**config.mk**
```make
export PLATFORM = sky130hd
export DESIGN_NAME = fec_cell
export DESIGN_NICKNAME = d
export VERILOG_FILES = /design/src/rtl/fec_pkg.sv /design/src/rtl/fec_cell.sv
export SDC_FILE = /design/constraint.sdc
export NUM_CORES = 1
export LEC_CHECK = 0
export BUFFER_PORTS_ARGS = -buffer_cell sky130_fd_sc_hd__buf_2
export CAP_MARGIN = 20
export CORE_UTILIZATION = 30
export DETAILED_ROUTE_END_ITERATION = 6
export HOLD_SLACK_MARGIN = 0.03
export PLACE_DENSITY = 0.59
export SLEW_MARGIN = 25
export SYNTH_ARGS = -nofsm -noshare
export SYNTH_HDL_FRONTEND = slang
export SYNTH_SLANG_ARGS = --single-unit
```
**constraint.sdc**
```tcl
create_clock -name clk -period 5.4 [get_ports clk]
set_input_delay 1.62 -clock clk [delete_from_list [all_inputs] [get_ports clk]]
set_output_delay 1.62 -clock clk [all_outputs]
set_load 0.01 [all_outputs]
```
**src/rtl/fec_pkg.sv**
```systemverilog
package fec_pkg;

  // Result status codes
  localparam logic [1:0] ST_OK      = 2'd0;
  localparam logic [1:0] ST_BAD     = 2'd1;
  localparam logic [1:0] ST_OVERLAP = 2'd2;
  localparam logic [1:0] ST_FULL    = 2'd3;

  // Configuration register indexes
  localparam logic REG_HEAP_LOW  = 1'b0;
  localparam logic REG_HEAP_HIGH = 1'b1;

  // Operation broadcast to every cell of the extent row
  typedef enum logic [2:0] {
    OP_NONE   = 3'd0,
    OP_PROBE  = 3'd1,  // latch start < addr
    OP_GROW   = 3'd2,  // predecessor absorbs the freed block
    OP_INSERT = 3'd3,  // open a slot at the insert point, shift right
    OP_TEST   = 3'd4,  // focus cell checks contiguity with its right neighbor
    OP_ABSORB = 3'd5   // focus cell eats its right neighbor, shift left
  } cell_op_t;

  typedef struct packed {
    cell_op_t    op;
    logic [31:0] addr;
    logic [31:0] rsize;
  } cell_cmd_t;

  // What a cell shows its neighbors
  typedef struct packed {
    logic        vld;
    logic        lt;
    logic [31:0] start;
    logic [31:0] len;
  } cell_view_t;

  // Per-cell flags seen by the sequencer
  typedef struct packed {
    logic pred;
    logic succ;
    logic focus;
    logic match;
  } cell_stat_t;

endpackage

```
**src/rtl/fec_cell.sv**
```systemverilog
module fec_cell
  import fec_pkg::*;
(
  input  logic        clk,
  input  logic        rst_n,
  input  cell_cmd_t   cmd,
  input  cell_view_t  left,
  input  cell_view_t  right,
  output cell_view_t  view,
  output cell_stat_t  stat,
  output logic [32:0] end_sum
);

  logic [31:0] start_r, start_nxt;
  logic [31:0] len_r, len_nxt;
  logic        vld_r, vld_nxt;
  logic        lt_r, lt_nxt;
  logic        focus_r, focus_nxt;
  logic        right_r, right_nxt;   // sits right of the focus cell
  logic        match_r, match_nxt;
  logic        pred, pos;

  assign pred    = lt_r && !right.lt;
  assign pos     = !lt_r && left.lt;
  assign end_sum = {1'b0, start_r} + {1'b0, len_r};

  always_comb begin
    start_nxt = start_r;
    len_nxt   = len_r;
    vld_nxt   = vld_r;
    lt_nxt    = lt_r;
    focus_nxt = focus_r;
    right_nxt = right_r;
    match_nxt = match_r;
    case (cmd.op)
      OP_PROBE: begin
        lt_nxt = vld_r && (start_r < cmd.addr);
      end
      OP_GROW: begin
        if (pred) begin
          len_nxt = len_r + cmd.rsize;
        end
        focus_nxt = pred;
        right_nxt = !lt_r;
      end
      OP_INSERT: begin
        if (pos) begin
          start_nxt = cmd.addr;
          len_nxt   = cmd.rsize;
          vld_nxt   = 1'b1;
        end else if (!lt_r) begin
          start_nxt = left.start;
          len_nxt   = left.len;
          vld_nxt   = left.vld;
        end
        focus_nxt = pos;
        right_nxt = !lt_r && !pos;
      end
      OP_TEST: begin
        match_nxt = focus_r && right.vld && (end_sum == {1'b0, right.start});
      end
      OP_ABSORB: begin
        if (focus_r) begin
          len_nxt = len_r + right.len;
        end else if (right_r) begin
          start_nxt = right.start;
          len_nxt   = right.len;
          vld_nxt   = right.vld;
        end
      end
      default: begin
      end
    endcase
  end

  always_ff @(posedge clk) begin
    start_r <= start_nxt;
    len_r   <= len_nxt;
    if (!rst_n) begin
      vld_r   <= 1'b0;
      lt_r    <= 1'b0;
      focus_r <= 1'b0;
      right_r <= 1'b0;
      match_r <= 1'b0;
    end else begin
      vld_r   <= vld_nxt;
      lt_r    <= lt_nxt;
      focus_r <= focus_nxt;
      right_r <= right_nxt;
      match_r <= match_nxt;
    end
  end

  assign view.vld   = vld_r;
  assign view.lt    = lt_r;
  assign view.start = start_r;
  assign view.len   = len_r;

  assign stat.pred  = pred;
  assign stat.succ  = pos && vld_r;
  assign stat.focus = focus_r;
  assign stat.match = match_r;

endmodule

```
==> impl_metrics.yaml, run 1 <==
power_and_ir_drop:
  vdd_drop_max_uv: 146
  leakagePower_nw: 6.06
  pwr_density_cell_mw_per_mm2: 202
critical_path:
  critPathCaptureType: "primary output"
  critPathMaxStageDelay_ns: 0.50
  reg2regPathDepth: 12
  worst-path-buf-inv: 1
  cpMaxStageDelayCell: "edfxtp_1"
  r2r_end: "match_r"
  r2r-start: "len_r[24]"
  crit_path_start_kind: "flop"
  path_delay_family: "compound AO/OA/AOI/OAI gates"
  cp_max_fo: 6
  critPathKind: "reg2out"
  worstPathCellList: "ha_2, a2111oi_1, o21ai_1, and3_4, o31a_1, a31oi_4, o311ai_2, o211a_1, o21a_1, nor2_1, xnor2_1, buf_2"
  worst-endpoint-arrival_ns: 3.60
  crit_cells: 12
  r2r_slack_ns: 1.34
  critPathRequiredTime_ns: 3.78
cts:
  cts_tree: "done"
  cts_root_buffer: "clkbuf_16"
  clockBufferDepth: 2
  clkLatencyLatePin_ns: 0.36
  cts_hold_buf: 0
  clkSinkCount: 69
  cts.clk_slew.worst_paths_ns: 0.06
  cts_made_buffers: 9
  ctsHtreeMaxLevel: 3
timing:
  drv_slew: 0
  clock.fmax_mhz: 191
  fin_crit_sh_pct: 96.7
  setup_viol: 0
  skew_ns: 0.00787
  worst_slew_pin_slew_ns: 0.816
  hold_violations: 0
  max-slew-margin-rel_pct: 44.2
  finalSetupTns_ns: 0
  rsz0062_at_grt: "false"
  fin_crit_ns: 5.22
yosys:
  synth_ff_type: "edfxtp_1"
  synthArstFlopShare_pct: 0
  yosysTopAreaCell: "edfxtp_1"
  yosysUniqueCellTypes: 82
  synth_top_area_share_pct: 17.7
  synthesis.area_sq_mm: 0.0108
  synth_edf_count: 64
  seq_area_frac_synth_pct: 18.6
  syn_nets: 1740
  synth_cells: 1411
  synth_area_leaders: "edfxtp_1 18%, ha_1 14%, nand2_1 6.8%, a21oi_1 6.4%, xnor2_1 4.8%"
  ys_seq_elements: 69
  yosys_warnings: 0
  post_synth.cell_area_avg_sq_um: 7.69
die:
  start_util_pct: 30.5
  ios: 304
  die_h_microns: 192
  dieWidth_microns: 192
  core_area_sq_mm: 0.0356
  floorplan.die_area_sq_mm: 0.0369
  row_count: 69
layout:
  final_nets: 1996
  regArea_sq_mm: 0.00202
  syn_to_final_growth_pct: 21.0
  final_cell_area_sq_mm: 0.0131
  fin_util_pct: 36.9
  drive_gt1_share_pct: 21.9
  multi_input_area_sq_mm: 0.00835
  fill_cells: 3821
routing:
  viasPerCell: 5.50
  num_vias: 11700
  drtIter0Drc: 744
  routed_wl_microns: 43700
  drt_first_pass_iters: 6
  drc: 0
  post_drt_wl_per_cell_microns: 20.5
  ant_nets: 0
place:
  port_buffers: 303
  placed_area_sq_mm: 0.0128
  hpwl_microns: 35800
  gp_congestion: 0.899
min_path:
  hold_depth: 2
  holdCritPathClass: "reg2reg"
  min_to: "match_r"
  min-delay-start: "match_r"
global_route:
  grt_util_all_layers_pct: 23.1
  grt_max_degree: 64
  antenna_found_initial: 2
  grt_pass1_wl_microns: 64400
  grt-ovfl-total: 0
  first_global_vias: 10900
outcome:
  status: "completed"
run:
  drv_cap: 0
-- how the worst max path moves through the flow --
stage	startpoint	end	slack [ns]
2_1_floorplan	len_r[6]	end_sum[31]	0.77
3_3_place_gp	len_r[0]	end_sum[30]	0.33
3_5_place_dp	len_r[0]	end_sum[30]	0.30
4_1_cts	len_r[0]	end_sum[30]	0.06
5_1_grt	len_r[15]	end_sum[31]	0.006
6_report	len_r[6]	end_sum[31]	0.18
-- cells in the mapped netlist, types with 5 or more instances --
cell type and number:
nand2_1 196, a21oi_1 139, ha_1 125, nor2_1 95
edfxtp_1 64, clkbuf_1 63, inv_1 63, o21ai_0 62
xnor2_1 59, a21o_1 51, a31oi_1 43, mux2i_1 34
xor2_1 31, nand3_1 27, nor3_1 25, nand4_1 23
nor2b_1 22, a211oi_1 20, nand2b_1 15, o21ai_1 14
o221ai_1 14, and2_1 12, and3_1 12, o21bai_1 12
o21a_1 11, a221oi_1 8, buf_1 8, or2_2 8
xnor3_1 8, nand3b_1 7, o211ai_1 7, o31ai_1 7
or3_1 7, a2111oi_0 6, nor4_1 6, buf_4 5
dfxtp_1 5, nor3b_1 5, o211a_1 5
-- cells by family after synthesis --
group,synth area share (%)
buffers and inverters,5.09
multiplexers,3.35
adder cells (fa/ha/maj),15.0
XOR/XNOR,9.37
flip-flops,18.6
AND/OR/NAND/NOR,21.3
AO/OA/AOI/OAI,27.2
-- report_power, final --
part	leakage (nW)	switching, mW	internal (mW)	total (mW)
Combinational	5.29	0.798	0.575	1.37
Clock	0.138	0.266	0.335	0.601
Sequential	0.633	0.0445	0.636	0.681
-- cell usage in the layout, fill, tap and decap left out, types with 13 or more instances in the layout --
cell	synthesis	routed
xor2_1	31	31
a21o_1	51	51
nand2_1	196	196
o21ai_0	62	62
buf_4	5	19
nor2b_1	22	21
edfxtp_1	64	64
a21oi_1	139	135
a211oi_1	20	19
nor2_1	95	95
buf_2	0	303
xnor2_1	59	59
o221ai_1	14	13
nor3_1	25	25
a31oi_1	43	43
nand2b_1	15	14
inv_1	63	63
o21ai_1	14	14
ha_1	125	123
nand3_1	27	27
nand4_1	23	23
mux2i_1	34	34
-- metrics by stage --
step                total power [mW]  setup WS, ns  cells  hold WS (ns)
floorplan                       1.58         0.768   1411         0.429
global placement                2.03         0.333   2115         0.514
detailed placement              2.04         0.303   2115         0.532
CTS                             2.66        0.0578   2131         0.540
global route                    2.83       0.00641   2134         0.551
finish                          2.65         0.177   2135         0.535
-- final cells by class --
cell class | count | area share [%]
multi-input cells | 1202 | 63.6
inverters | 63 | 1.80
clock inverters | 4 | 0.172
flip-flops and latches | 69 | 15.4
diodes | 2 | 0.0381
clock buffers | 12 | 1.95
repair buffers | 322 | 12.6
well taps | 461 | 4.39
-- routing by layer --
| layer | track usage (%) | vias up | wire length, microns |
|---|---|---|---|
| li1 | - | 5747 | - |
| met3 | 3.20 | 40 | 2620 |
| met5 | 0 | - | 13 |
| met4 | 5.75 | 2 | 955 |
| met2 | 38.3 | 423 | 19900 |
| met1 | 31.3 | 5528 | 20200 |
-- sequential cells by signal, summed over array words and instances (netlist names) --
name     count
right_r      1
lt_r         1
len_r       32
focus_r      1
start_r     32
vld_r        1
match_r      1
-- worst min-delay path: stages, from the launching register on --
cell and delay, ns:
dfxtp_1 0.37, nand2_1 0.08, o21ai_1 0.05
-- what timing repair did --
action                     4_1_cts  5_1_grt
buffers inserted                 0        2
pin swaps                        0        1
setup endpoints to repair        2        3
hold endpoints to repair         0        0
resized for setup                1        8
Power figures use the tool's default switching activity.
==> run 2, diff against run 1 <==
==> constraint.sdc (replaced) <==
create_clock -name clk -period 5.4 [get_ports clk]
set_input_delay 0 -clock clk [delete_from_list [all_inputs] [get_ports clk]]
set_output_delay 0 -clock clk [all_outputs]
set_load 0.01 [all_outputs]
==> run 2 against run 1 <==
  * Clock power increased by 3.7%
  * Global-route usage increased by 0.74 points
  * Core utilization increased by 1.3 points
  * Critical path depth increased by 2
  * Critical path type is now reg2reg
  * Via count increased by 2.4%
  * Hold slack got worse by 0.50 ns
  * First-iteration DRC count increased by 11%
  * Cell area increased by 3.5%
  * Highest routed layer unchanged
  * Clock skew increased by 0.0044 ns
  * Routed wire length increased by 2.4%
  * Register-to-register slack got worse by 0.55 ns
  * Critical endpoint is now match_r
  * Non-clock buffer count increased by 47
  * Largest cell class unchanged
==> impl_metrics.yaml, run 2 (synthesized netlist as in run 1, its figures left out) <==
die:
  floorplan.die_area_sq_mm: 0.0369
  core_area_sq_mm: 0.0356
  row_count: 69
  die_h_microns: 192
  start_util_pct: 30.5
  dieWidth_microns: 192
  ios: 304
layout:
  final_nets: 2043
  stdcell_count: 2181
  fill_cells: 3771
  final_cell_mix: "303 x buf_2, 194 x nand2_1, 137 x a21oi_1"
  reg.largest.list: "len_r: 32 flops, start_r: 32 flops"
  final_common_cell: "buf_2"
  multi_input_area_sq_mm: 0.00830
  drive_gt1_share_pct: 20.2
  syn_to_final_growth_pct: 25.3
  regArea_sq_mm: 0.00202
timing:
  setup_viol: 0
  drv_slew: 0
  fin_crit_sh_pct: 85.4
  hold_violations: 0
  max-slew-margin-rel_pct: 36.9
  rsz0062_at_grt: "false"
  clock.fmax_mhz: 217
  skew_ns: 0.0122
  finalSetupTns_ns: 0
  worst_slew_pin_slew_ns: 0.943
  fin_crit_ns: 4.61
routing:
  drtIter0Drc: 828
  viasPerCell: 5.51
  num_vias: 12000
  drt_first_pass_iters: 5
  routed_wl_microns: 44700
  ant_nets: 0
  post_drt_wl_per_cell_microns: 20.5
  drc: 0
outcome:
  status: "completed"
critical_path:
  critPathRequiredTime_ns: 5.71
  worstPathCellList: "ha_1, inv_1, fa_1, nor2b_1, o31a_1, o221ai_1, a211oi_1, nor4b_1, nor4b_1, nand4_1, nor4b_1, nand4_1, o21ai_1, dlygate4sd3_1"
  critPathKind: "reg2reg"
  cp_max_fo: 5
  critPathCaptureType: "flop"
  critPathLaunch: "len_r[0]"
  path_delay_family: "simple AND/OR/NAND/NOR gates"
  worst-endpoint-arrival_ns: 4.92
  crit_top_cell: "nor4b_1"
  worst-path-buf-inv: 2
  critPathMaxStageDelay_ns: 0.58
  crit_path_start_kind: "flop"
  r2r-start: "len_r[0]"
  cpMaxStageDelayCell: "a211oi_1"
cts:
  cts_resized: 0
  clkSinkCount: 69
  clkLatencyLatePin_ns: 0.36
  ctsHtreeMaxLevel: 3
  clockBufferDepth: 2
  cts_made_buffers: 9
  cts.clk_slew.worst_paths_ns: 0.07
  cts_tree: "done"
  cts_root_buffer: "clkbuf_16"
place:
  hpwl_microns: 35900
  port_buffers: 303
  gp_congestion: 0.954
  numPlacedInstances: 2105
power_and_ir_drop:
  pwr_density_cell_mw_per_mm2: 199
  vdd_drop_max_uv: 159
  leakagePower_nw: 6.24
global_route:
  first_global_vias: 11300
  antenna_found_initial: 3
  grt_max_degree: 50
  grt_pass1_wl_microns: 66400
  grt-ovfl-total: 0
  grt_util_all_layers_pct: 23.9
min_path:
  holdCritPathClass: "in2reg"
  min-delay-start: "left[38]"
run:
  drv_cap: 0
[run 2: worst register-to-register path, cell delays in order, from the launching register on]
cell and delay [ns]:
edfxtp_1 0.40, ha_1 0.24, inv_1 0.07, fa_1 0.41, nor2b_1 0.21, o31a_1 0.23, o221ai_1 0.29, a211oi_1 0.58
nor4b_1 0.12, nor4b_1 0.55, nand4_1 0.20, nor4b_1 0.44, nand4_1 0.16, o21ai_1 0.10, dlygate4sd3_1 0.55
[run 2: worst paths after layout]
| kind | endpoint | slack [ns] | cells past startpoint |
|---|---|---|---|
| min reg2reg | right_r | 0.55 | 2 |
| max | match_r | 0.79 | 14 |
| min | start_r[6] | 0.04 | 3 |
| max reg2reg | match_r | 0.79 | 14 |
[run 2: through the flow]
stage,hold slack [ns],utilization (%),cell area [sq um],power [mW],setup slack (ns)
2_1_floorplan,0.128,-,10800,1.58,2.21
3_3_place_gp,0.342,35.7,12700,2.03,1.60
3_5_place_dp,0.344,35.7,12700,2.04,1.55
4_1_cts,0.0301,38.2,13600,2.71,0.975
5_1_grt,0.0335,38.2,13600,2.88,0.584
6_report,0.0380,38.2,13600,2.71,0.787
[run 2: final cells by class]
class,count,share of cell area (%)
multi-input cells,1202,61.1
diodes,1,0.0184
clock buffers,10,1.69
repair buffers,369,15.9
inverters,63,1.74
clock inverters,6,0.396
flip-flops and latches,69,14.9
well taps,461,4.25
[run 2: timing repair]
action	4_1_cts	5_1_grt
endpoints found under the hold margin	40	0
buffers inserted	0	0
hold buffers	59	0
[run 2: routing by layer]
metal  up-vias  part of all wire, %  global-route usage (%)
met5         -                0.018                       0
met4         2                  2.8                    7.93
met3        63                  6.9                    3.98
met2       509                   45                    38.3
met1      5606                   46                    32.2
li1       5844                    -                       -
[run 2: power by group]
| part | leakage [nW] | switching (mW) | internal [mW] | total [mW] |
|---|---|---|---|---|
| logic | 5.47 | 0.801 | 0.601 | 1.40 |
| clock network | 0.135 | 0.270 | 0.353 | 0.623 |
| registers | 0.633 | 0.0462 | 0.636 | 0.682 |
