==> src/rtl/fec_pkg.sv <==
package fec_pkg;

  // Result status codes
  localparam logic [1:0] ST_OK      = 2'd0;
  localparam logic [1:0] ST_BAD     = 2'd1;
  localparam logic [1:0] ST_OVERLAP = 2'd2;
  localparam logic [1:0] ST_FULL    = 2'd3;

  // Configuration register indexes
  localparam logic REG_HEAP_LOW  = 1'b0;
  localparam logic REG_HEAP_HIGH = 1'b1;

  // Operation broadcast to every cell of the extent row
  typedef enum logic [2:0] {
    OP_NONE   = 3'd0,
    OP_PROBE  = 3'd1,  // latch start < addr
    OP_GROW   = 3'd2,  // predecessor absorbs the freed block
    OP_INSERT = 3'd3,  // open a slot at the insert point, shift right
    OP_TEST   = 3'd4,  // focus cell checks contiguity with its right neighbor
    OP_ABSORB = 3'd5   // focus cell eats its right neighbor, shift left
  } cell_op_t;

  typedef struct packed {
    cell_op_t    op;
    logic [31:0] addr;
    logic [31:0] rsize;
  } cell_cmd_t;

  // What a cell shows its neighbors
  typedef struct packed {
    logic        vld;
    logic        lt;
    logic [31:0] start;
    logic [31:0] len;
  } cell_view_t;

  // Per-cell flags seen by the sequencer
  typedef struct packed {
    logic pred;
    logic succ;
    logic focus;
    logic match;
  } cell_stat_t;

endpackage

==> src/rtl/fec_rem.sv <==
module fec_rem
  import fec_pkg::*;
#(
  parameter int GRANULE_BYTES = 8
) (
  input  logic                                 clk,
  input  logic                                 rst_n,
  input  logic                                 go,
  input  logic [31:0]                          val,
  output logic                                 done,
  output logic [$clog2(GRANULE_BYTES+1)-1:0]   rem
);

  // rem < G fits the port width
  localparam int RW = $clog2(GRANULE_BYTES + 1);
  // floor(val / G) == (val * MAGIC) >> SH for every 32-bit val,
  // with MAGIC = ceil(2^SH / G) and SH = 32 + ceil(log2 G)
  localparam int SH = 32 + $clog2(GRANULE_BYTES);
  localparam logic [32:0] MAGIC =
    33'(((64'd1 << SH) + 64'(GRANULE_BYTES - 1)) / 64'(GRANULE_BYTES));

  logic [31:0]   val_r;
  logic [48:0]   plo_r, plo_nxt;
  logic [31:0]   q_r, q_nxt;
  logic [RW-1:0] rem_r, rem_nxt;
  logic          v1_r, v2_r, v3_r;
  logic          done_r;
  logic [48:0]   phi;
  logic [64:0]   prod;
  logic [31:0]   qg;

  // stage 1: low half product; stage 2: high half, sum, quotient;
  // stage 3: remainder = val - q * G
  always_comb begin
    plo_nxt = 49'(val_r[15:0]) * 49'(MAGIC);
    phi     = 49'(val_r[31:16]) * 49'(MAGIC);
    prod    = {16'd0, plo_r} + {phi, 16'd0};
    q_nxt   = 32'(prod >> SH);
    qg      = q_r * 32'(GRANULE_BYTES);
    rem_nxt = RW'(val_r - qg);
  end

  always_ff @(posedge clk) begin
    if (go) begin
      val_r <= val;
    end
    if (v1_r) begin
      plo_r <= plo_nxt;
    end
    if (v2_r) begin
      q_r <= q_nxt;
    end
    if (v3_r) begin
      rem_r <= rem_nxt;
    end
    if (!rst_n) begin
      v1_r   <= 1'b0;
      v2_r   <= 1'b0;
      v3_r   <= 1'b0;
      done_r <= 1'b0;
    end else begin
      v1_r   <= go;
      v2_r   <= v1_r;
      v3_r   <= v2_r;
      done_r <= v3_r;
    end
  end

  assign done = done_r;
  assign rem  = rem_r;

endmodule

==> config.mk <==
export PLATFORM = sky130hd
export DESIGN_NAME = fec_rem
export DESIGN_NICKNAME = d
export VERILOG_FILES = /design/src/rtl/fec_pkg.sv /design/src/rtl/fec_rem.sv
export SDC_FILE = /design/constraint.sdc
export NUM_CORES = 1
export LEC_CHECK = 0
export BUFFER_PORTS_ARGS = -buffer_cell sky130_fd_sc_hd__buf_4
export CAP_MARGIN = 20
export CORE_UTILIZATION = 30
export CTS_CLUSTER_SIZE = 25
export DETAILED_ROUTE_END_ITERATION = 7
export GPL_ROUTABILITY_DRIVEN = 0
export PLACE_DENSITY_LB_ADDON = 0.2
export SYNTH_ARGS = -nofsm -noshare
export SYNTH_HDL_FRONTEND = slang
export SYNTH_SLANG_ARGS = --single-unit
==> constraint.sdc <==
create_clock -name clk -period 1.06 [get_ports clk]
set_input_delay 0.212 -clock clk [delete_from_list [all_inputs] [get_ports clk]]
set_output_delay 0.212 -clock clk [all_outputs]
set_load 0.01 [all_outputs]
==> impl.org, run 1 <==
** Run status
- Run status :: complete, no violations

** STA
- The number of pins exceeding their max-slew limit in the final report was 0.
- Transition time of the tightest slew-check pin :: 0.180 ns
- Worst slew margin relative to its limit :: 88.0%
- Of the available clock period, the critical path in the final layout requires a little over nine tenths.
- In the final timing run, aggregate negative setup slack is 0 ns.
- Total count of hold-check failures in the final report :: 0
- Between clock sinks in the finished design, the worst skew comes to between 0.006 and 0.007 ns.
- Time the worst path needs with I/O delays and setup :: ~1.0 ns
- F_max :: between 900 and 1000 MHz
- Unrepaired setup endpoints after global routing :: no
- Setup violations remaining at the end of the flow were counted as 0.
- Once routing completed, OpenROAD measured the worst setup slack at 0.0545 ns.

** Critical path
- The worst register-to-register path begins at val_r[3]$_DFFE_PP_.
- Walking the worst path, the cells encountered are buf_4.
- FF-to-FF path depth :: 1
- CP Data Arrival Time :: 0.79 ns
- Slack of the worst reg-to-reg path :: about 0.25 ns
- Slowest cell on the critical path :: edfxtp_1
- Required time of the worst setup path :: 0.85 ns
- R2R Path End :: rem[3]$_DFFE_PP_
- Cell family contributing the most delay on the critical path :: flip-flops
- Worst path bufs/invs :: 1
- For this run, the slowest stage of the critical path takes 0.37 ns.
- Largest driver fanout on the critical path :: 1
- Element type at the critical path end :: primary output
- Sort of element at the start of the critical path :: flop
- The critical path is of the reg2out type.

** Layout
- Number of nets in the layout :: 70
- Area growth from synthesis to final layout :: 30.8%
- Layout fillers :: about 110
- In the final layout, the share of cells above drive strength 1 is 41.2%.
- 0 antenna diodes ended up in the layout.

** Hold path
- The path with the worst hold slack has its endpoint at val_r[1]$_DFFE_PP_.
- In this run the most critical hold path is launched from val[1].
- Counting instances, the worst hold path has a depth of 1.
- The min-delay analysis places its worst path in the category in2reg.

** Placement
- OpenSTA, run right after detailed placement, puts the worst setup slack at between 0.2 and 0.3 ns.
- Port buffering added 11 buffers.

** Die
- Core Footprint :: 1280 µm²
- From bottom edge to top edge, the die measures 39.2 µm.
- Number of primary I/O pins :: 40
- The floorplan step defined a die boundary enclosing 1530 µm².
- For this configuration, the core starts out at a cell density of between 30% and 40%.
- Die W :: 39.2 µm
- Cell row count :: 13

** Synth
- In this run the mean area of a mapped cell was between 20 and 25 µm².
- The Yosys step of the flow raised 0 warnings.
- For this run, the leading register cell type out of synthesis is edfxtp_1.
- Asr flop ratio synth :: 0%
- Synth Area in XOR/XNOR :: about 2.1%
- Number of nets in the synthesized netlist :: between 50 and 60
- Flip-flop and latch count after synthesis :: 14
- Synthesis handed over a netlist of 19 instances.
- Top cell type by total area after synthesis :: edfxtp_1
- Yosys mapped a number of flops with a built-in enable equal to 10.
- Of the total synthesized cell area, the portion taken by full adders, half adders and majority gates is 0%.
- The synthesized netlist contains 4 unique library cells.
- The share of the Yosys chip area taken by registers is 91.8%.
- Yosys instantiated no cell more often than edfxtp_1.
- Synth area leaders :: edfxtp_1 (73%), dfxtp_1 (19%), and2_1 (6.0%)
- Cell area after technology mapping :: 414 µm²
- Summing the areas of all compound-gate instances in the mapped netlist gives 0% of the synthesized area.
- Main combinational cell family by area after synthesis :: simple AND/OR/NAND/NOR gates
- Post-Synth Simple-Gate Area :: under 10%
- Multiplexer share of the synthesized area :: 0%
- Share of the synthesized area in the top cell type :: between 70 and 80%
- Commonest cells post-synth :: edfxtp_1 (10), and2_1 (4), dfxtp_1 (4), xor2_1 (1)

** Route
- First-pass DRT Iterations :: 2
- Routed wirelength normalized by instance count :: 8.94 µm
- Number of nets with antenna violations after routing :: 0
- Iteration-0 DRC count of the detailed router :: 5
- The final layout contains routed wiring with a total length of ~440 µm.
- For this run, design rule violations remaining after detail routing come to 0.
- Via Count :: 191
- Using the TritonRoute via totals, the vias-per-cell ratio works out to 3.90.

** CTS
- CTS Buffer Depth :: 2
- Buffers inserted during clock tree synthesis total 3.
- Post-CTS repair timing setup buffer count :: 0
- Clock Tree Root :: clkbuf_4
- Skew-Pair Late Insertion Delay :: 0.27 ns
- TritonCTS clock tree :: done
- Clock tree synthesis found a total of 14 sinks.
- Buffers inserted to repair hold after CTS numbered 0.
- In this run the number of H-tree levels came out at 1.
- Clock-pin slew was measured on the worst setup and hold paths at 0.08 ns.
- Resize count post-CTS :: 0

** GRT
- Overall track demand over capacity in global routing :: under 10%
- Wire length of the first global-routing pass :: between 700 and 800 µm
- Pin count of the biggest net entering global routing :: 9
- Via count of the first global-routing pass :: 190
- Antenna violations before repair :: 0
- Remaining global-route overflow :: 0

** Flow run
- The tool flagged a number of max-cap violations equal to 0.

** Power
- Lkg Pwr :: 0.211 nW
- Power spread over the standard cell area amounts to roughly 1700 nW/µm².
- Across the VDD grid, the largest voltage drop is 715 µV.
## how the worst max path moves through the flow
stage	start	end	slack, ns	cells after the start
after floorplan	q_r[0]$_DFFE_PP_	rem[3]$_DFFE_PP_	0.29	1
after global placement	val_r[3]$_DFFE_PP_	rem[3]$_DFFE_PP_	0.27	1
after detailed placement	val_r[3]$_DFFE_PP_	rem[3]$_DFFE_PP_	0.25	1
after CTS	rem[1]$_DFFE_PP_	rem[1]	0.04	1
after global routing	rem[0]$_DFFE_PP_	rem[0]	0.02	1
final	rem[1]$_DFFE_PP_	rem[1]	0.05	1
## sequential cells by signal, summed over array words and instances (netlist names)
| signal | cells |
|---|---|
| done | 1 |
| plo_r | 1 |
| q_r | 1 |
| rem | 4 |
| v1_r | 1 |
| v2_r | 1 |
| v3_r | 1 |
| val_r | 4 |
## placed cells by master, fill, tap and decap left out
cell,count
buf_4,11
edfxtp_1,10
and2_1,4
dfxtp_1,4
clkbuf_4,3
xor2_1,1
clkinv_1,1
## routing by layer
metal | track usage (%) | up-vias | routed length [µm]
li1 | - | 98 | -
met1 | 7.09 | 82 | 183
met2 | 12.1 | 11 | 200
met3 | 5.20 | 0 | 54
met4 | 5.17 | 0 | 0
met5 | 0 | - | 0
## power breakdown
part	total, W	internal (W)	leakage [nW]	switching, W
registers	0.000623	0.000613	0.127	0.00000918
clock network	0.000293	0.000136	0.0154	0.000157
logic	0.0000314	0.0000214	0.0691	0.0000100
## cell families after synthesis
| kind of cell | count (synthesis) |
|---|---|
| xor+xnor | 1 |
| flops | 14 |
| simple gates | 4 |
## final cells by class
type | instances | area (µm²) | area share (%)
well taps | 15 | 18.8 | 3.46
clock buffers | 3 | 22.5 | 4.16
clock inverters | 1 | 3.75 | 0.693
flip-flops and latches | 14 | 380 | 70.2
repair buffers | 11 | 82.6 | 15.2
multi-input cells | 5 | 33.8 | 6.24
## through the flow
stage / util, % / area, µm² / power, W / std cells / hold slack [ns]
4_1_cts: 42.2 / 542 / 0.000959 / 49 / 0.103
3_3_place_gp: 40.1 / 515 / 0.000665 / 45 / 0.390
5_1_grt: 42.2 / 542 / 0.000997 / 49 / 0.0934
3_5_place_dp: 40.1 / 515 / 0.000668 / 45 / 0.391
6_report: 42.2 / 542 / 0.000947 / 49 / 0.112
2_1_floorplan: - / 414 / 0.000639 / 19 / 0.311
(Power assumes the default switching activity.)
==> inputs of run 2 (changes only) <==
--- a/config.mk
+++ b/config.mk
@@ -5,9 +5,13 @@
 export SDC_FILE = /design/constraint.sdc
 export NUM_CORES = 1
 export LEC_CHECK = 0
+export ABC_CLOCK_PERIOD_IN_PS = 1060
 export BUFFER_PORTS_ARGS = -buffer_cell sky130_fd_sc_hd__buf_4
 export CAP_MARGIN = 20
-export CORE_UTILIZATION = 30
+export CELL_PAD_IN_SITES_DETAIL_PLACEMENT = 1
+export CELL_PAD_IN_SITES_GLOBAL_PLACEMENT = 1
+export CORE_UTILIZATION = 26
+export CTS_BUF_LIST = sky130_fd_sc_hd__clkbuf_2
 export CTS_CLUSTER_SIZE = 25
 export DETAILED_ROUTE_END_ITERATION = 7
 export GPL_ROUTABILITY_DRIVEN = 0
==> impl.org, run 2 (synthesis gave the netlist of run 1 again) <==
** Layout
- The antenna diode count came to 0 (unchanged).
- Number of nets in the layout :: 70 (unchanged)
- Fraction of layout cells with a size suffix above 1 :: 41.2% (unchanged)
- The fill cell total of the finished layout came to 148 (was 112).
- Commonest non-fill, non-tap cells in the layout: edfxtp_1 (10), buf_4 (9), and2_1 (4), dfxtp_1 (4), clkbuf_2 (3) (was buf_4 (11), edfxtp_1 (10), and2_1 (4), dfxtp_1 (4), clkbuf_4 (3)).
- Area growth from synthesis to final layout :: 31.1% (was 30.8%)
- The most common cell after layout, fill and taps aside was edfxtp_1 (was buf_4).
- Final Instance Count excl. Fillers :: 50 (was 49)
- The final core utilization is 36.5% (was 42.2%).

** Power
- The worst supply voltage drop on vdd was 643 µV (was 715 µV).
- The power density over the cells is 1650 nW/µm² (was 1750 nW/µm²).
- The power consumption is 0.000895 W (was 0.000947 W).
- The leakage power summed over all cells is 0.212 nW (was 0.211 nW).

** Run status
- Run status :: complete, no violations (unchanged)

** Route
- Post-DR vias/cell :: 4.02 (was 3.90)
- Number of nets with antenna violations after routing :: 0 (unchanged)
- Via Count :: 201 (was 191)
- Total routed wirelength :: 502 µm (was 438 µm)
- The DRC marker count from the first detailed-route iteration is 0 (was 5).
- First-pass DRT Iterations :: 1 (was 2)
- The detailed-route DRC error count came to 0 (unchanged).
- The detail-routed net length per standard cell came to 10.0 µm (was 8.94 µm).

** Die
- The starting density of the core is 27.8% (was 32.2%).
- The vertical die dimension is 41.9 µm (was 39.2 µm).
- The number of placement rows was 14 (was 13).
- The floorplan die width was 41.9 µm (was 39.2 µm).
- Number of primary I/O pins :: 40 (unchanged)
- Core Footprint :: 1490 µm² (was 1280 µm²)
- Die area :: 1760 µm² (was 1530 µm²)

** Placement
- The count of placed standard cells including taps came to 46 (was 45).
- The worst-case setup slack after placement was 0.247 ns (was 0.252 ns).
- The number of buffer cells added on primary ports came to 11 (unchanged).

** Critical path
- The cell with the biggest individual delay on the critical path is edfxtp_1 (unchanged).
- CP Data Arrival Time :: 0.81 ns (was 0.79 ns)
- Worst path bufs/invs :: 1 (unchanged)
- The kind of start point of the critical path is a flop (unchanged).
- The maximum single-stage delay on the critical path is 0.41 ns (was 0.37 ns).
- The highest fanout seen on the critical path is 1 (unchanged).
- The required time of the worst setup path came to 0.85 ns (about the same).
- Element type at the critical path end :: primary output (unchanged)
- Cell family contributing the most delay on the critical path :: flip-flops (unchanged)
- The class of the most critical setup path is reg2out (unchanged).
- Sequence of cells on the critical path :: buf_6 (was buf_4)

** STA
- Unrepaired setup endpoints after global routing :: yes (was no)
- The achievable clock frequency was 981 MHz (was 995 MHz).
- The count of endpoints failing setup in the final report came to 0 (unchanged).
- The number of pins exceeding their max-slew limit in the final report came to 0 (unchanged).
- The final clock skew is 0.00326 ns (was 0.00696 ns).
- Ratio of final minimum period to clock period :: 96.2% (was 94.9%)
- The worst path setup slack after routing is 0.0404 ns (was 0.0545 ns).
- The post-layout minimum cycle time was 1.02 ns (was 1.01 ns).
- The number of endpoints with negative hold slack in the final report is 0 (unchanged).
- The tightest slew margin relative to the limit is 87.7% (was 88.0%).
- Hold WS :: 0.117 ns (was 0.112 ns)
- Transition time of the tightest slew-check pin :: 0.184 ns (was 0.180 ns)

** CTS
- The number of buffers on the longest clock path was 2 (unchanged).
- TritonCTS clock tree :: done (unchanged)
- The number of post-CTS setup repair buffers was 0 (unchanged).
- Clock Tree Root :: clkbuf_2 (was clkbuf_4)
- Number of buffers created by CTS :: 3 (unchanged)
- Clock sink count :: 14 (unchanged)
- The number of hold-repair buffers added at the cts stage is 0 (unchanged).
- H-tree levels :: 1 (unchanged)
- The source-to-sink clock delay at the later pin of the worst-skew pair was 0.26 ns (was 0.27 ns).
- The post-CTS clock slew at the launch and capture registers of the worst setup and hold paths came to 0.13 ns (was 0.08 ns).

** GRT
- Pin count of the biggest net entering global routing :: 9 (unchanged)
- Remaining global-route overflow :: 0 (unchanged)
- The via count of the first global-routing pass came to 215 (was 190).
- The combined global-route utilization of all metal layers came to 7.76% (was 7.71%).
- Wire length of the first global-routing pass :: 869 µm (was 710 µm)
- Antenna violations before repair :: 0 (unchanged)

** Hold path
- The worst min-delay path class is in2reg (unchanged).

** Flow run
- The number of violations of the max-capacitance limit is 0 (unchanged).
==> run 2: power breakdown <==
part / internal [W] / switching, W / leakage (nW) / total [W]
clock network: 0.0000820 / 0.000157 / 0.0140 / 0.000239
registers: 0.000614 / 0.00000978 / 0.127 / 0.000623
logic: 0.0000222 / 0.0000105 / 0.0716 / 0.0000327
==> run 2: metrics by stage <==
| step | setup TNS (ns) | area, µm² |
|---|---|---|
| global placement | 0 | 517 |
| finish | 0 | 543 |
| CTS | 0 | 536 |
| global route | -0.0472 | 543 |
| detailed placement | 0 | 517 |
| floorplan | 0 | 414 |
==> run 2: path summary, 6_finish.rpt <==
kind / cells after the start / endpoint / slack, ns / start
hold / removal: 1 / val_r[2]$_DFFE_PP_ / 0.12 / val[2]
setup / recovery: 1 / rem[2] / 0.04 / rem[2]$_DFFE_PP_
setup reg to reg: 1 / rem[3]$_DFFE_PP_ / 0.23 / val_r[3]$_DFFE_PP_
hold reg to reg: 0 / q_r[0]$_DFFE_PP_ / 0.44 / plo_r[35]$_DFFE_PP_
==> run 2: final cells by class <==
class	count	area (µm²)	share of cell area, %
clock inverter	1	3.75	0.691
tap	16	20.0	3.69
multi-input combinational	5	33.8	6.22
sequential	14	380	70.0
clock buffer	3	15.0	2.76
timing repair buffer	11	90.1	16.6
==> run 2: repair_timing <==
item,in CTS,in global routing
hold endpoints to repair,0,0
gates resized for setup,0,2
setup endpoints to repair,0,2
==> run 2: metal layers <==
| metal | track usage, % | routed length [µm] |
|---|---|---|
| met1 | 6.61 | 196 |
| met2 | 10.9 | 240 |
| met5 | 0 | 0 |
| met4 | 9.68 | 12 |
| met3 | 4.78 | 53 |
==> inputs of run 3 (changes only) <==
--- a/config.mk
+++ b/config.mk
@@ -5,6 +5,7 @@
 export SDC_FILE = /design/constraint.sdc
 export NUM_CORES = 1
 export LEC_CHECK = 0
+export ABC_AREA = 1
 export ABC_CLOCK_PERIOD_IN_PS = 1060
 export BUFFER_PORTS_ARGS = -buffer_cell sky130_fd_sc_hd__buf_4
 export CAP_MARGIN = 20
@@ -12,9 +13,10 @@
 export CELL_PAD_IN_SITES_GLOBAL_PLACEMENT = 1
 export CORE_UTILIZATION = 26
 export CTS_BUF_LIST = sky130_fd_sc_hd__clkbuf_2
-export CTS_CLUSTER_SIZE = 25
+export CTS_CLUSTER_SIZE = 8
 export DETAILED_ROUTE_END_ITERATION = 7
 export GPL_ROUTABILITY_DRIVEN = 0
+export GPL_TIMING_DRIVEN = 0
 export PLACE_DENSITY_LB_ADDON = 0.2
 export SYNTH_ARGS = -nofsm -noshare
 export SYNTH_HDL_FRONTEND = slang
==> impl.org, run 3 <==
** Run status
- Run status: complete, no violations (unchanged).

** GRT
- The pin count of the biggest net entering global routing came to 9 (unchanged).
- The initial antenna violation count came to 0 (unchanged).
- The wire length of the first global-routing pass was 1070 µm (was 869 µm).
- Via count of the first global-routing pass :: 241 (was 215)
- The overflow left after global routing came to 0 (unchanged).
- The combined global-route utilization of all metal layers is 8.61% (was 7.76%).

** Route
- The final wirelength was 603 µm (was 502 µm).
- The post-route antenna net violation count is 0 (unchanged).
- The detailed-route DRC error count came to 0 (unchanged).
- Post-DR vias/cell :: 4.14 (was 4.02)
- The routed via count was 240 (was 201).
- Routed wirelength normalized by instance count :: 10.4 µm (was 10.0 µm)
- The first-pass iteration count of the detailed router was 2 (was 1).
- Iteration-0 DRC count of the detailed router :: 2 (was 0)

** Flow run
- The number of violations of the max-capacitance limit is 0 (unchanged).

** Synth
- Synth area leaders: edfxtp_1 (70%), dfxtp_1 (19%), nand2_1 (6.1%) (was edfxtp_1 (73%), dfxtp_1 (19%), and2_1 (6.0%)).
- The adder and majority gate portion of the synthesized area was 0% (unchanged).
- The synthesized net count came to 62 (was 54).
- Mean post-synth cell area :: 15.9 µm² (was 21.8 µm²)
- Synth Area in XOR/XNOR :: 0% (was 2.11%)
- Top cell type by total area after synthesis :: edfxtp_1 (unchanged)
- The flip-flop cell with the highest count after synthesis is edfxtp_1 (unchanged).
- Asr flop ratio synth :: 0% (unchanged)
- The largest family of logic cells by synthesized area is simple AND/OR/NAND/NOR gates (unchanged).
- The most used standard cell by instance count after synthesis is edfxtp_1 (unchanged).
- The sequential cell area fraction in the yosys report was 88.6% (was 91.8%).
- The number of distinct library cell variants in the gate-level netlist after synthesis was 4 (unchanged).
- The count of flip-flops with a built-in enable after synthesis was 10 (unchanged).
- The synthesized-area fraction occupied by ao, oa, aoi and oai cells came to 0% (unchanged).
- The share of synthesized area spent on multiplexers was 0% (unchanged).
- The total of flip-flops plus latches after synthesis is 14 (unchanged).
- Post-Synth Simple-Gate Area :: 6.12% (was 6.04%)
- The proportion of netlist area held by the largest area contributor came to 70.0% (was 72.5%).
- Yosys warning total :: 0 (unchanged)
- The number of standard cells after synthesis is 27 (was 19).
- The post-synth design cell area came to 429 µm² (was 414 µm²).
- Commonest cells post-synth: edfxtp_1 (10), nand2_1 (7), inv_1 (6), dfxtp_1 (4) (was edfxtp_1 (10), and2_1 (4), dfxtp_1 (4), xor2_1 (1)).

** STA
- The post-layout minimum cycle time came to 1.03 ns (was 1.02 ns).
- Worst slew margin relative to its limit :: 86.7% (was 87.7%)
- The number of endpoints with negative hold slack in the final report was 0 (unchanged).
- The number of pins exceeding their max-slew limit in the final report is 0 (unchanged).
- The transition time at the pin with the least slew margin came to 0.200 ns (was 0.184 ns).
- The count of endpoints failing setup in the final report came to 0 (unchanged).
- Unrepaired setup endpoints after global routing: yes (unchanged).
- Ratio of final minimum period to clock period :: 97.3% (was 96.2%)
- Final setup skew :: 0.00951 ns (was 0.00326 ns)
- F_max :: 970 MHz (was 981 MHz)
- The summed negative setup slack over all endpoints is 0 ns (unchanged).
- The worst path setup slack after routing came to 0.0291 ns (was 0.0404 ns).

** CTS
- The source-to-sink clock delay at the later pin of the worst-skew pair is 0.27 ns (was 0.26 ns).
- H-tree levels :: 1 (unchanged)
- The clock sink count is 14 (unchanged).
- The root buffer cell was clkbuf_2 (unchanged).
- Clock slew at reported path FFs :: 0.13 ns (about the same)
- The number of buffers on the longest clock path came to 2 (unchanged).
- TritonCTS clock tree :: done (unchanged)
- The number of post-CTS setup repair buffers came to 0 (unchanged).
- The total CTS buffers was 3 (unchanged).

** Die
- The number of top-level pins is 40 (unchanged).
- The number of placement rows came to 14 (unchanged).
- The vertical die dimension came to 42.6 µm (was 41.9 µm).
- Die W :: 42.6 µm (was 41.9 µm)
- The full die area is 1820 µm² (was 1760 µm²).
- Core Footprint :: 1520 µm² (was 1490 µm²)
- Effective utilization at floorplan :: 28.2% (was 27.8%)

** Layout
- The fill cell total of the finished layout came to 168 (was 148).
- Commonest non-fill, non-tap cells in the layout: edfxtp_1 (10), buf_4 (9), nand2_1 (7), inv_1 (6) (was edfxtp_1 (10), buf_4 (9), and2_1 (4), dfxtp_1 (4), clkbuf_2 (3)).
- Number of nets in the layout :: 78 (was 70)
- Area occupied by registers :: 380 µm² (unchanged)
- Area growth from synthesis to final layout :: 30.3% (was 31.1%)
- Fraction of layout cells with a size suffix above 1 :: 35.7% (was 41.2%)
- N_diodes :: 0 (unchanged)
- Footprint of the multi-input gates :: 26.3 µm² (was 33.8 µm²)
- The most common cell after layout, fill and taps aside is edfxtp_1 (unchanged).

** Power
- The net switching power of the design is 0.000188 W (was 0.000177 W).
- Fraction of power consumed by sequential logic :: 67.7% (was 69.6%)
- Largest voltage drop on the vdd net :: 604 µV (was 643 µV)
- Cell Pwr Density :: 1650 nW/µm² (about the same)
- The combinational cell fraction of total power was 3.9% (was 3.7%).
- Clock share of power :: 28.4% (was 26.7%)
- Lkg Pwr :: 0.260 nW (was 0.212 nW)
- Switching part of the total :: 20.3% (was 19.8%)
- P_int :: 0.000735 W (was 0.000718 W)

** Critical path
- Largest driver fanout on the critical path :: 1 (unchanged)
- The maximum single-stage delay on the critical path came to 0.40 ns (was 0.41 ns).
- The number of buffers and inverters on the critical path came to 1 (unchanged).
- Cell family contributing the most delay on the critical path :: flip-flops (unchanged)
- Crit path kind :: reg2out (unchanged)
- Required time of the worst setup path :: 0.85 ns (about the same)
- The type of element capturing the critical path is a primary output (unchanged).
- CP Data Arrival Time :: 0.82 ns (was 0.81 ns)
- Slowest cell on the critical path :: edfxtp_1 (unchanged)
- Sequence of cells on the critical path :: buf_4 (was buf_6)
- The kind of start point of the critical path is a flop (unchanged).

** Placement
- Once detailed placement completed, the half-perimeter wirelength came to 477 µm.
- The number of buffer cells added on primary ports is 11 (unchanged).
- The worst-case setup slack after placement is 0.269 ns (was 0.247 ns).

** Hold path
- The worst min-delay path class is in2reg (unchanged).
run 3: cell types whose count changed in the layout (fill, tap and decap cells not counted):
cell	delta
nand2_1	+7
inv_1	+6
clkinv_1	-1
and2_1	-4
xor2_1	-1
clkbuf_2	+1
run 3: repair_timing:
action | CTS | global route
hold buffers | 0 | 0
endpoints found under the setup margin | 0 | 3
gates resized for setup | 0 | 2
run 3: cell type report:
type	count	share of cell area, %
tap	16	3.58
sequential	14	68.0
multi-input combinational	7	4.70
clock buffer	4	3.58
inverter	6	4.03
timing repair buffer	11	16.1
run 3: routing by layer:
layer	share of wire [%]	GRT usage [%]	up-vias
li1	-	-	116
met1	38	8.82	110
met2	52	13.3	14
met3	9.1	4.74	0
met4	0	5.63	0
met5	0	0	-
run 3: worst paths after layout:
path	depth (start not counted)	start	end	slack, ns
worst max-delay path	1	rem[1]$_DFFE_PP_	rem[1]	0.03
worst min register to register	0	plo_r[35]$_DFFE_PP_	q_r[0]$_DFFE_PP_	0.44
worst min-delay path	1	val[2]	val_r[2]$_DFFE_PP_	0.11
worst max register to register	2	val_r[3]$_DFFE_PP_	rem[3]$_DFFE_PP_	0.24
run 3: power groups by stage:
stage	clock (W)	combinational, W	sequential (W)
final	0.000262	0.0000359	0.000625
after global routing	0.000301	0.0000397	0.000628
after CTS	0.000271	0.0000361	0.000625
after detailed placement	0	0.0000360	0.000638
after global placement	0	0.0000341	0.000635
after floorplan	0	0.00000651	0.000635
run 3: logic make-up (layout without fill, tap and decap cells):
family | count (synthesis) | in the layout
flip-flops | 14 | 14
buffers and inverters | 6 | 21
AND/OR/NAND/NOR | 7 | 7
run 3: metrics by stage:
stage	cells	util, %	power [W]	hold slack [ns]	instance area (µm²)
detailed placement	54	34.9	0.000674	0.392	532
finish	58	36.7	0.000923	0.106	559
global placement	54	34.9	0.000669	0.390	532
global route	58	36.7	0.000969	0.0701	559
CTS	58	36.2	0.000932	0.0946	552
floorplan	27	-	0.000641	0.305	429
